===== src/rtl/ema_hysteresis_level_detector_defines.svh =====
// Assertion macros for the EMA hysteresis level detector.
`ifndef EMA_HYSTERESIS_LEVEL_DETECTOR_DEFINES_SVH
`define EMA_HYSTERESIS_LEVEL_DETECTOR_DEFINES_SVH

// Same-cycle implication, checked outside reset.
`define EHLD_ASSERT_NOW(lbl, clk_s, rst_s, ante, cons, msg) \
  lbl: assert property (@(posedge clk_s) disable iff (rst_s) (ante) |-> (cons)) \
    else $error(msg);

// Next-cycle implication, checked outside reset.
`define EHLD_ASSERT_NEXT(lbl, clk_s, rst_s, ante, cons, msg) \
  lbl: assert property (@(posedge clk_s) disable iff (rst_s) (ante) |=> (cons)) \
    else $error(msg);

`endif


===== src/rtl/ehld_pkg.sv =====
// Shared types and constants for the EMA hysteresis level detector.
package ehld_pkg;

  localparam int SampleW = 16;
  localparam int LevelW  = 12;
  localparam int WarmW   = 8;
  localparam int ActW    = 2;
  localparam int CfgIdxW = 2;

  localparam logic [LevelW-1:0] EnterReset = LevelW'(3100);
  localparam logic [LevelW-1:0] ExitReset  = LevelW'(3400);
  localparam logic [WarmW-1:0]  WarmReset  = WarmW'(10);

  localparam logic [ActW-1:0] ActSample      = 2'd0;
  localparam logic [ActW-1:0] ActRemoteSet   = 2'd1;
  localparam logic [ActW-1:0] ActPulseFinish = 2'd2;

  localparam logic [CfgIdxW-1:0] RegEnter  = 2'd0;
  localparam logic [CfgIdxW-1:0] RegExit   = 2'd1;
  localparam logic [CfgIdxW-1:0] RegWarmup = 2'd2;

  typedef struct packed {
    logic              is_on;
    logic              state_changed;
    logic              sync_request;
    logic              warmup_done;
    logic              sample_invalid;
    logic [LevelW-1:0] average;
    logic              pulse_active;
    logic              pulse_start;
  } result_t;

endpackage


===== src/rtl/ema_hysteresis_level_detector.sv =====
// EMA level detector with hysteresis decision and remote override.
//
//   channel  handshake            payload
//   in       in_valid/in_ready    action, raw_sample, target_on
//   out      out_valid/out_ready  is_on .. pulse_start (one result per item)
//   cfg      cfg_valid/cfg_ready  cfg_index, cfg_data (always ready)
//
// One item per cycle sustained while the output is not stalled; the path is
// the input register, then the state update and result register. The
// average/decision loop closes through the state registers.
// Synchronous reset clears state, thresholds to defaults, both stages empty.
// A stalled output holds the input stage; the input stage still takes an
// item while it is empty.
`include "ema_hysteresis_level_detector_defines.svh"

module ema_hysteresis_level_detector import ehld_pkg::*; (
  input  logic                 clk,
  input  logic                 rst,
  input  logic                 in_valid,
  output logic                 in_ready,
  input  logic [ActW-1:0]      action,
  input  logic signed [SampleW-1:0] raw_sample,
  input  logic                 target_on,
  output logic                 out_valid,
  input  logic                 out_ready,
  output logic                 is_on,
  output logic                 state_changed,
  output logic                 sync_request,
  output logic                 warmup_done,
  output logic                 sample_invalid,
  output logic [LevelW-1:0]    average,
  output logic                 pulse_active,
  output logic                 pulse_start,
  input  logic                 cfg_valid,
  output logic                 cfg_ready,
  input  logic [CfgIdxW-1:0]   cfg_index,
  input  logic [LevelW-1:0]    cfg_data
);

  // configuration
  logic [LevelW-1:0] enter_thr;
  logic [LevelW-1:0] exit_thr;
  logic [WarmW-1:0]  warm_len;

  // input stage
  logic               s1_valid;
  logic [ActW-1:0]    s1_action;
  logic [SampleW-1:0] s1_raw;
  logic               s1_target;

  // detector state
  logic [LevelW-1:0] avg;
  logic              loaded;
  logic [WarmW-1:0]  warm_cnt;
  logic              decided;
  logic              pulsing;

  result_t res;
  logic    advance;

  logic [LevelW-1:0] avg_next;
  logic              loaded_next;
  logic [WarmW-1:0]  warm_cnt_next;
  logic              decided_next;
  logic              pulsing_next;
  result_t           res_next;

  logic              sample_ok;
  logic [LevelW+1:0] blend;

  assign cfg_ready = 1'b1;
  assign advance   = !out_valid || out_ready;
  assign in_ready  = !s1_valid || advance;

  // sign bit or anything above 4095 sets an upper bit
  assign sample_ok = (s1_raw[SampleW-1:LevelW] == '0);
  assign blend     = {2'b00, avg} + {1'b0, avg, 1'b0} + {2'b00, s1_raw[LevelW-1:0]};

  always_comb begin
    avg_next      = avg;
    loaded_next   = loaded;
    warm_cnt_next = warm_cnt;
    decided_next  = decided;
    pulsing_next  = pulsing;
    res_next      = '0;
    case (s1_action)
      ActSample: begin
        if (!sample_ok) begin
          res_next.sample_invalid = 1'b1;
        end else begin
          avg_next    = loaded ? blend[LevelW+1:2] : s1_raw[LevelW-1:0];
          loaded_next = 1'b1;
          if (warm_cnt < warm_len) begin
            warm_cnt_next = warm_cnt + WarmW'(1);
            if (warm_cnt_next == warm_len) begin
              decided_next         = (avg_next <= enter_thr);
              res_next.warmup_done = 1'b1;
            end
          end else begin
            if (decided) begin
              decided_next = !(avg_next > exit_thr);
            end else begin
              decided_next = (avg_next <= enter_thr);
            end
            res_next.state_changed = (decided_next != decided);
            res_next.sync_request  = (decided_next != decided) && !pulsing;
          end
        end
      end
      ActRemoteSet: begin
        pulsing_next         = 1'b1;
        decided_next         = s1_target;
        res_next.pulse_start = 1'b1;
      end
      ActPulseFinish: begin
        pulsing_next = 1'b0;
      end
      default: begin
      end
    endcase
    res_next.is_on        = decided_next;
    res_next.average      = avg_next;
    res_next.pulse_active = pulsing_next;
  end

  always_ff @(posedge clk) begin
    if (rst) begin
      enter_thr <= EnterReset;
      exit_thr  <= ExitReset;
      warm_len  <= WarmReset;
    end else if (cfg_valid && cfg_ready) begin
      case (cfg_index)
        RegEnter:  enter_thr <= cfg_data;
        RegExit:   exit_thr  <= cfg_data;
        RegWarmup: warm_len  <= cfg_data[WarmW-1:0];
        default: begin
        end
      endcase
    end
  end

  always_ff @(posedge clk) begin
    if (rst) begin
      s1_valid <= 1'b0;
    end else if (in_ready) begin
      s1_valid <= in_valid;
    end
    if (in_valid && in_ready) begin
      s1_action <= action;
      s1_raw    <= raw_sample;
      s1_target <= target_on;
    end
  end

  always_ff @(posedge clk) begin
    if (rst) begin
      out_valid <= 1'b0;
      avg       <= '0;
      loaded    <= 1'b0;
      warm_cnt  <= '0;
      decided   <= 1'b0;
      pulsing   <= 1'b0;
    end else if (advance) begin
      out_valid <= s1_valid;
      if (s1_valid) begin
        avg      <= avg_next;
        loaded   <= loaded_next;
        warm_cnt <= warm_cnt_next;
        decided  <= decided_next;
        pulsing  <= pulsing_next;
      end
    end
    if (advance && s1_valid) begin
      res <= res_next;
    end
  end

  assign is_on          = res.is_on;
  assign state_changed  = res.state_changed;
  assign sync_request   = res.sync_request;
  assign warmup_done    = res.warmup_done;
  assign sample_invalid = res.sample_invalid;
  assign average        = res.average;
  assign pulse_active   = res.pulse_active;
  assign pulse_start    = res.pulse_start;

  `EHLD_ASSERT_NOW(a_sync_needs_change, clk, rst,
                   out_valid && sync_request, state_changed,
                   "sync_request without state_changed")
  `EHLD_ASSERT_NOW(a_invalid_no_events, clk, rst,
                   out_valid && sample_invalid,
                   !state_changed && !warmup_done && !pulse_start,
                   "event flag on rejected sample")
  `EHLD_ASSERT_NOW(a_result_tracks_state, clk, rst, out_valid,
                   is_on == decided && pulse_active == pulsing && average == avg,
                   "result disagrees with detector state")
  `EHLD_ASSERT_NEXT(a_stage_holds, clk, rst, s1_valid && !advance, s1_valid,
                    "input stage dropped while stalled")

endmodule

===== config.mk =====
export PLATFORM = sky130hd
export DESIGN_NAME = ema_hysteresis_level_detector
export DESIGN_NICKNAME = d
export VERILOG_FILES = /design/src/rtl/ehld_pkg.sv /design/src/rtl/ema_hysteresis_level_detector.sv
export VERILOG_INCLUDE_DIRS = /design/src /design/src/rtl
export SDC_FILE = /design/constraint.sdc
export NUM_CORES = 1
export LEC_CHECK = 0
export BUFFER_PORTS_ARGS = -buffer_cell sky130_fd_sc_hd__buf_2
export CORE_MARGIN = 2
export CORE_UTILIZATION = 50
export DETAILED_ROUTE_END_ITERATION = 12
export PLACE_DENSITY = 0.72
export SYNTH_ARGS = -nofsm -noshare
export SYNTH_HDL_FRONTEND = slang
export SYNTH_SLANG_ARGS = --single-unit

===== constraint.sdc =====
create_clock -name clk -period 4.1 [get_ports clk]
set_clock_uncertainty 0.1 [all_clocks]
set_input_delay 0.82 -clock clk [delete_from_list [all_inputs] [get_ports clk]]
set_output_delay 0.82 -clock clk [all_outputs]
set_load 0.01 [all_outputs]

* Yosys cells after proc, flatten, opt, wreduce, memory -nomap -nowiden
Cells that the tools add are included.
Word-level totals: bits in registers 95, output and inout bits 22
Cells by class: bitwise operators 2, reduce and logical (&&, ||, !) cells 20, add/subtract/negate cells 3, multiplexer cells 15, order comparisons 3, eq/ne operators 6
Operator list (number):
- 12-bit two-way mux | 3
- 12-bit by 13-bit adder with 14-bit output | 1
- 14-bit by 12-bit adder with 14-bit output | 1
- 12-bit greater-than comparator | 1
- 12-bit <= comparator | 1
- 1-bit two-way mux | 10
- 8-bit by 1-bit adder with 8-bit output, second input constant | 1
- 8-bit equality test | 1
- 8-bit < comparator | 1
- 2-bit AND reduction | 4
- 5-bit AND reduction | 1
- 2-bit by 1-bit equality test with 1-bit output, second input constant | 2
- 2-bit equality test, second input constant | 2
- 1-bit logical NOT | 4
- 2-bit logical NOT | 2
- 4-bit logical NOT | 1
- 1-bit case mux with 2 select lines | 2
- 4-bit AND reduction | 1
- 1-bit logical AND | 3
- 3-bit AND reduction | 1
- 3-bit OR reduction | 1
- 1-bit logical OR | 2
- 1-bit inverter | 2
- 1-bit != test | 1

* Longest topological paths before layout
word-level depth 12, gate-level depth with buffers 21

* Worst setup path before layout
OpenSTA, ideal clock, no wires.
path type flip-flop to flip-flop, from register s1_raw[2], to register res (netlist bit is_on) (data pin), library setup time 255 ps, buffers on the path 0, data arrival time 3868 ps, data required time 3745 ps, stages on the path, launching flop included 20, period minus slack after synthesis 4223 ps, setup slack -123 ps, cell sequence edfxtp_1 -> fa_1 -> inv_1 -> fa_1 -> nor2b_1 -> o21ai_0 -> a21boi_1 -> o211ai_1 -> nand3b_1 -> xor2_1 -> mux2i_1 -> inv_1 -> ha_1 -> nand4_1 -> a211o_1 -> a311oi_1 -> a21oi_1 -> o21bai_1 -> o2111ai_1 -> and2_1
Between the ends: cells in the longest elaborated chain, start to end 11, elaborated cells on any way between the ends 13, those cells by class add/sub (1); order compare (2); mux (9); reduce/logical (1)
RTL lines:
- from (decl) | RTL line ema_hysteresis_level_detector.sv:48 | logic [SampleW-1:0] s1_raw;
- from (signal assigned) | RTL line ema_hysteresis_level_detector.sv:150 | s1_raw <= raw_sample;
- 14-bit by 12-bit adder with 14-bit output | RTL line ema_hysteresis_level_detector.sv:77 | assign blend = {2'b00, avg} + {1'b0, avg, 1'b0} + {2'b00, s1_raw[LevelW-1:0]};
- 12-bit two-way mux * | RTL line ema_hysteresis_level_detector.sv:91 | avg_next = loaded ? blend[LevelW+1:2] : s1_raw[LevelW-1:0];
- 12-bit greater-than comparator | RTL line ema_hysteresis_level_detector.sv:101 | decided_next = !(avg_next > exit_thr);
- 1-bit logical NOT | RTL line ema_hysteresis_level_detector.sv:101
- 1-bit two-way mux | RTL line ema_hysteresis_level_detector.sv:100 | if (decided) begin
- 1-bit two-way mux | RTL line ema_hysteresis_level_detector.sv:93 | if (warm_cnt < warm_len) begin
- 1-bit two-way mux | RTL line ema_hysteresis_level_detector.sv:88 | if (!sample_ok) begin
- 1-bit two-way mux | RTL line ema_hysteresis_level_detector.sv:86 | case (s1_action)
- 1-bit two-way mux * | RTL line ema_hysteresis_level_detector.sv:93
- 1-bit two-way mux * | RTL line ema_hysteresis_level_detector.sv:88
- 1-bit case mux with 2 select lines * | RTL line ema_hysteresis_level_detector.sv:86
- via decided_next | RTL line ema_hysteresis_level_detector.sv:64 | logic decided_next;
- to (signal assigned) | RTL line ema_hysteresis_level_detector.sv:174 | res <= res_next;
- to (decl) | RTL line ema_hysteresis_level_detector.sv:58 | result_t res;
The timed path passes the listed nets; every way through them passes the cells marked *. The select of a mux whose other input is x is not followed. A chain may end at the register's enable or synchronous reset.

* Worst setup path in the final report
Same ends and word-level chain as after synthesis.

==> impl_metrics.json <==
{
  "status": "finished with violations",
  "failed_checks": "setup timing",
  "hold_start": "exit_thr[7]",
  "netlist_area_mm2": 0.00547,
  "maxSlewViolCount": 0,
  "crit_fanout": 3,
  "final_cell_mix": "90 x nand2_1, 58 x buf_2, 55 x dfxtp_1, 55 x buf_4, 52 x nor2_1",
  "dieHeight_um": 109,
  "reg2reg_setup_slack_ns": -0.46,
  "drt-total-wl_um": 13000,
  "synth_edf_count": 38,
  "rr_startpoint": "s1_raw[2]",
  "diodes": 0,
  "use_met2_pct": 40.8,
  "cts_buffers": 9,
  "relSlewSlack_pct": 29.0,
  "final_nets": 789,
  "layout_commonest_cell": "nand2_1",
  "cp.required_ns": 4.15,
  "tightest_slew_ns": 1.06,
  "port_buffers": 58,
  "globalplace.congestion": 0.965,
  "use_met3_pct": 5.92,
  "grt_pass1_vias": 4413,
  "post-route-period-util_pct": 111,
  "cts_tree": "done",
  "drv_cap": 0,
  "drtPass1Iterations": 4,
  "drive_above_1_share_pct": 24.6,
  "dieArea_mm2": 0.0118,
  "grt_pass1_wl_um": 20900,
  "boundaryPins": 60,
  "grt_overflow": 0,
  "dpl.hpwl_um": 9410,
  "path_class": "register to register",
  "placedCellCount": 814,
  "worstPathArrival_ns": 4.60,
  "grtUsageMet1_pct": 27.4,
  "vdd_drop_max_uv": 230,
  "clk_latency_ns": 0.40,
  "die_width_um": 109,
  "p_leak_nw": 2.86,
  "grtUsageTotal_pct": 23.1,
  "area_growth_syn_to_layout_pct": 21.5,
  "startpoint_type": "register",
  "hp-class": "register to register",
  "ys.flop_type": "dfxtp_1",
  "rsz0062_at_grt": "yes",
  "htreeDepth": 3,
  "syn_area_per_cell_um2": 9.31,
  "ys_ff_latch": 95,
  "clk_pin_slew_worst_paths_ns": 0.10,
  "fmax_mhz": 219,
  "powerDensity_mw_per_mm2": 281,
  "reg2reg_to": "is_on",
  "setup_tns_ns": -1.31,
  "holdPathStages": 2,
  "routedWlPerCell_um": 15.5,
  "hold_viol_final": 0,
  "fin_area_mm2": 0.00665,
  "layout_min_cycle_time_ns": 4.56,
  "grt_max_degree": 58,
  "min_to": "exit_thr[7]",
  "synthCells": 588,
  "via_count": 4490,
  "root_buffer": "clkbuf_8",
  "placed_cell_area_mm2": 0.00624,
  "rows": 38,
  "core_mm2": 0.0107,
  "drt-initial-drc-count": 265,
  "antenna_found_initial": 0,
  "final_cells": 838,
  "cp-end-kind": "register",
  "cts.sinks": 95,
  "ys_async_sr_fraction_pct": 0,
  "cts_buffer_depth": 2,
  "antenna_left": 0,
  "start_util_pct": 50.9,
  "hold_buffers": 0,
  "ys_seq_area_share_pct": 41.7,
  "synth.distinct_cells": 62,
  "vias_per_cell": 5.36,
  "synth_fp_nets": 684,
  "worst_r2r_path_depth": 16,
  "final.setup.worst_slack_ns": -0.457,
  "drc": 0,
  "final-setup-viol-count": 4,
  "yosys_warnings": 0,
  "grt.busiest_layer": "met2"
}
==> state kept, by name, indices dropped and copies added, names as in the netlist <==
| name | count |
|---|---|
| state_changed | 1 |
| average | 12 |
| s1_raw | 16 |
| is_on | 1 |
| sync_request | 1 |
| warm_cnt | 8 |
| warm_len | 8 |
| warmup_done | 1 |
| pulse_start | 1 |
| out_valid | 1 |
| exit_thr | 12 |
| decided | 1 |
| pulsing | 1 |
| s1_action | 2 |
| s1_valid | 1 |
| loaded | 1 |
| avg | 12 |
| pulse_active | 1 |
| sample_invalid | 1 |
| s1_target | 1 |
| enter_thr | 12 |
==> report_power, final <==
part	total, mW	switching, mW	internal [mW]
clock	0.581	0.355	0.226
sequential	1.03	0.0189	1.02
combinational	0.254	0.139	0.115
==> worst max-delay path, cell delays in order, from the launching register on <==
cell	delay [ns]
edfxtp_1	0.43
fa_1	0.51
ha_1	0.28
and4b_1	0.22
o211ai_2	0.20
a21boi_2	0.09
o311a_4	0.33
buf_6	0.12
o211ai_1	0.20
o211ai_2	0.16
ha_1	0.32
nand4_1	0.17
a211oi_2	0.38
o31ai_4	0.12
o21ai_0	0.27
o2111ai_2	0.19
and2_1	0.21
==> final cells by class <==
cell class              count  area, um2
well taps                 140        175
inverters                  48        180
clock inverters             7       57.6
flip-flops and latches     95       2280
repair buffers            114        714
fillers                   926       4100
multi-input cells         425       3110
clock buffers               9        124
==> cell families after synthesis <==
kind of cell | synth area share (%)
AOI/OAI and AO/OA | 14.0
and+or+nand+nor | 18.9
muxes | 2.42
DFF | 41.7
other | 0.0685
buffers and inverters | 4.80
adders and majority gates | 14.9
xor gates and xnor gates | 3.20
==> cell usage after synthesis (11+ instances only) <==
| library cell | count | share of area, % |
|---|---|---|
| o21ai_0 | 18 | 1.6 |
| nor2_1 | 53 | 3.6 |
| dfxtp_1 | 57 | 21 |
| edfxtp_1 | 38 | 21 |
| inv_1 | 47 | 3.2 |
| nand2_1 | 90 | 6.2 |
| a21oi_1 | 47 | 4.3 |
| nor3_1 | 11 | 1.0 |
| xnor2_1 | 13 | 2.1 |
| clkbuf_1 | 16 | 1.1 |
| fa_1 | 12 | 4.4 |
| mux2i_1 | 11 | 2.0 |
| ha_1 | 46 | 11 |
==> stage by stage <==
| step | setup WS, ns | utilization (%) | power (mW) | hold slack (ns) |
|---|---|---|---|---|
| 5_1_grt | -0.678 | 61.9 | 1.95 | 0.384 |
| 2_1_floorplan | 0.0132 | - | 1.19 | 0.336 |
| 6_report | -0.457 | 61.9 | 1.87 | 0.361 |
| 3_3_place_gp | -0.278 | 58.1 | 1.27 | 0.345 |
| 3_5_place_dp | -0.472 | 58.1 | 1.29 | 0.348 |
| 4_1_cts | -0.363 | 61.2 | 1.88 | 0.361 |
==> routing by layer <==
metal,part of all wire (%),vias to the layer above,wire [um]
met1,43,2120,5530
met5,0,-,0
li1,-,2248,-
met2,51,104,6630
met4,1.7,0,225
met3,4.6,18,601
==> how the worst max path moves through the flow <==
stage                     startpoint     to  slack (ns)  cells after the start
after floorplan            s1_raw[2]  is_on        0.01                     17
after global placement     s1_raw[1]  is_on       -0.28                     21
after detailed placement   s1_raw[2]  is_on       -0.47                     18
after CTS                  s1_raw[2]  is_on       -0.36                     17
after global routing       s1_raw[1]  is_on       -0.68                     18
final                      s1_raw[2]  is_on       -0.46                     16
==> repair_timing <==
action / CTS / global route
gates resized for setup: 18 / 9
setup endpoints to repair: 4 / 4
buffers inserted: 5 / 4
pin swaps: 10 / 15
(Power assumes the default switching activity.)
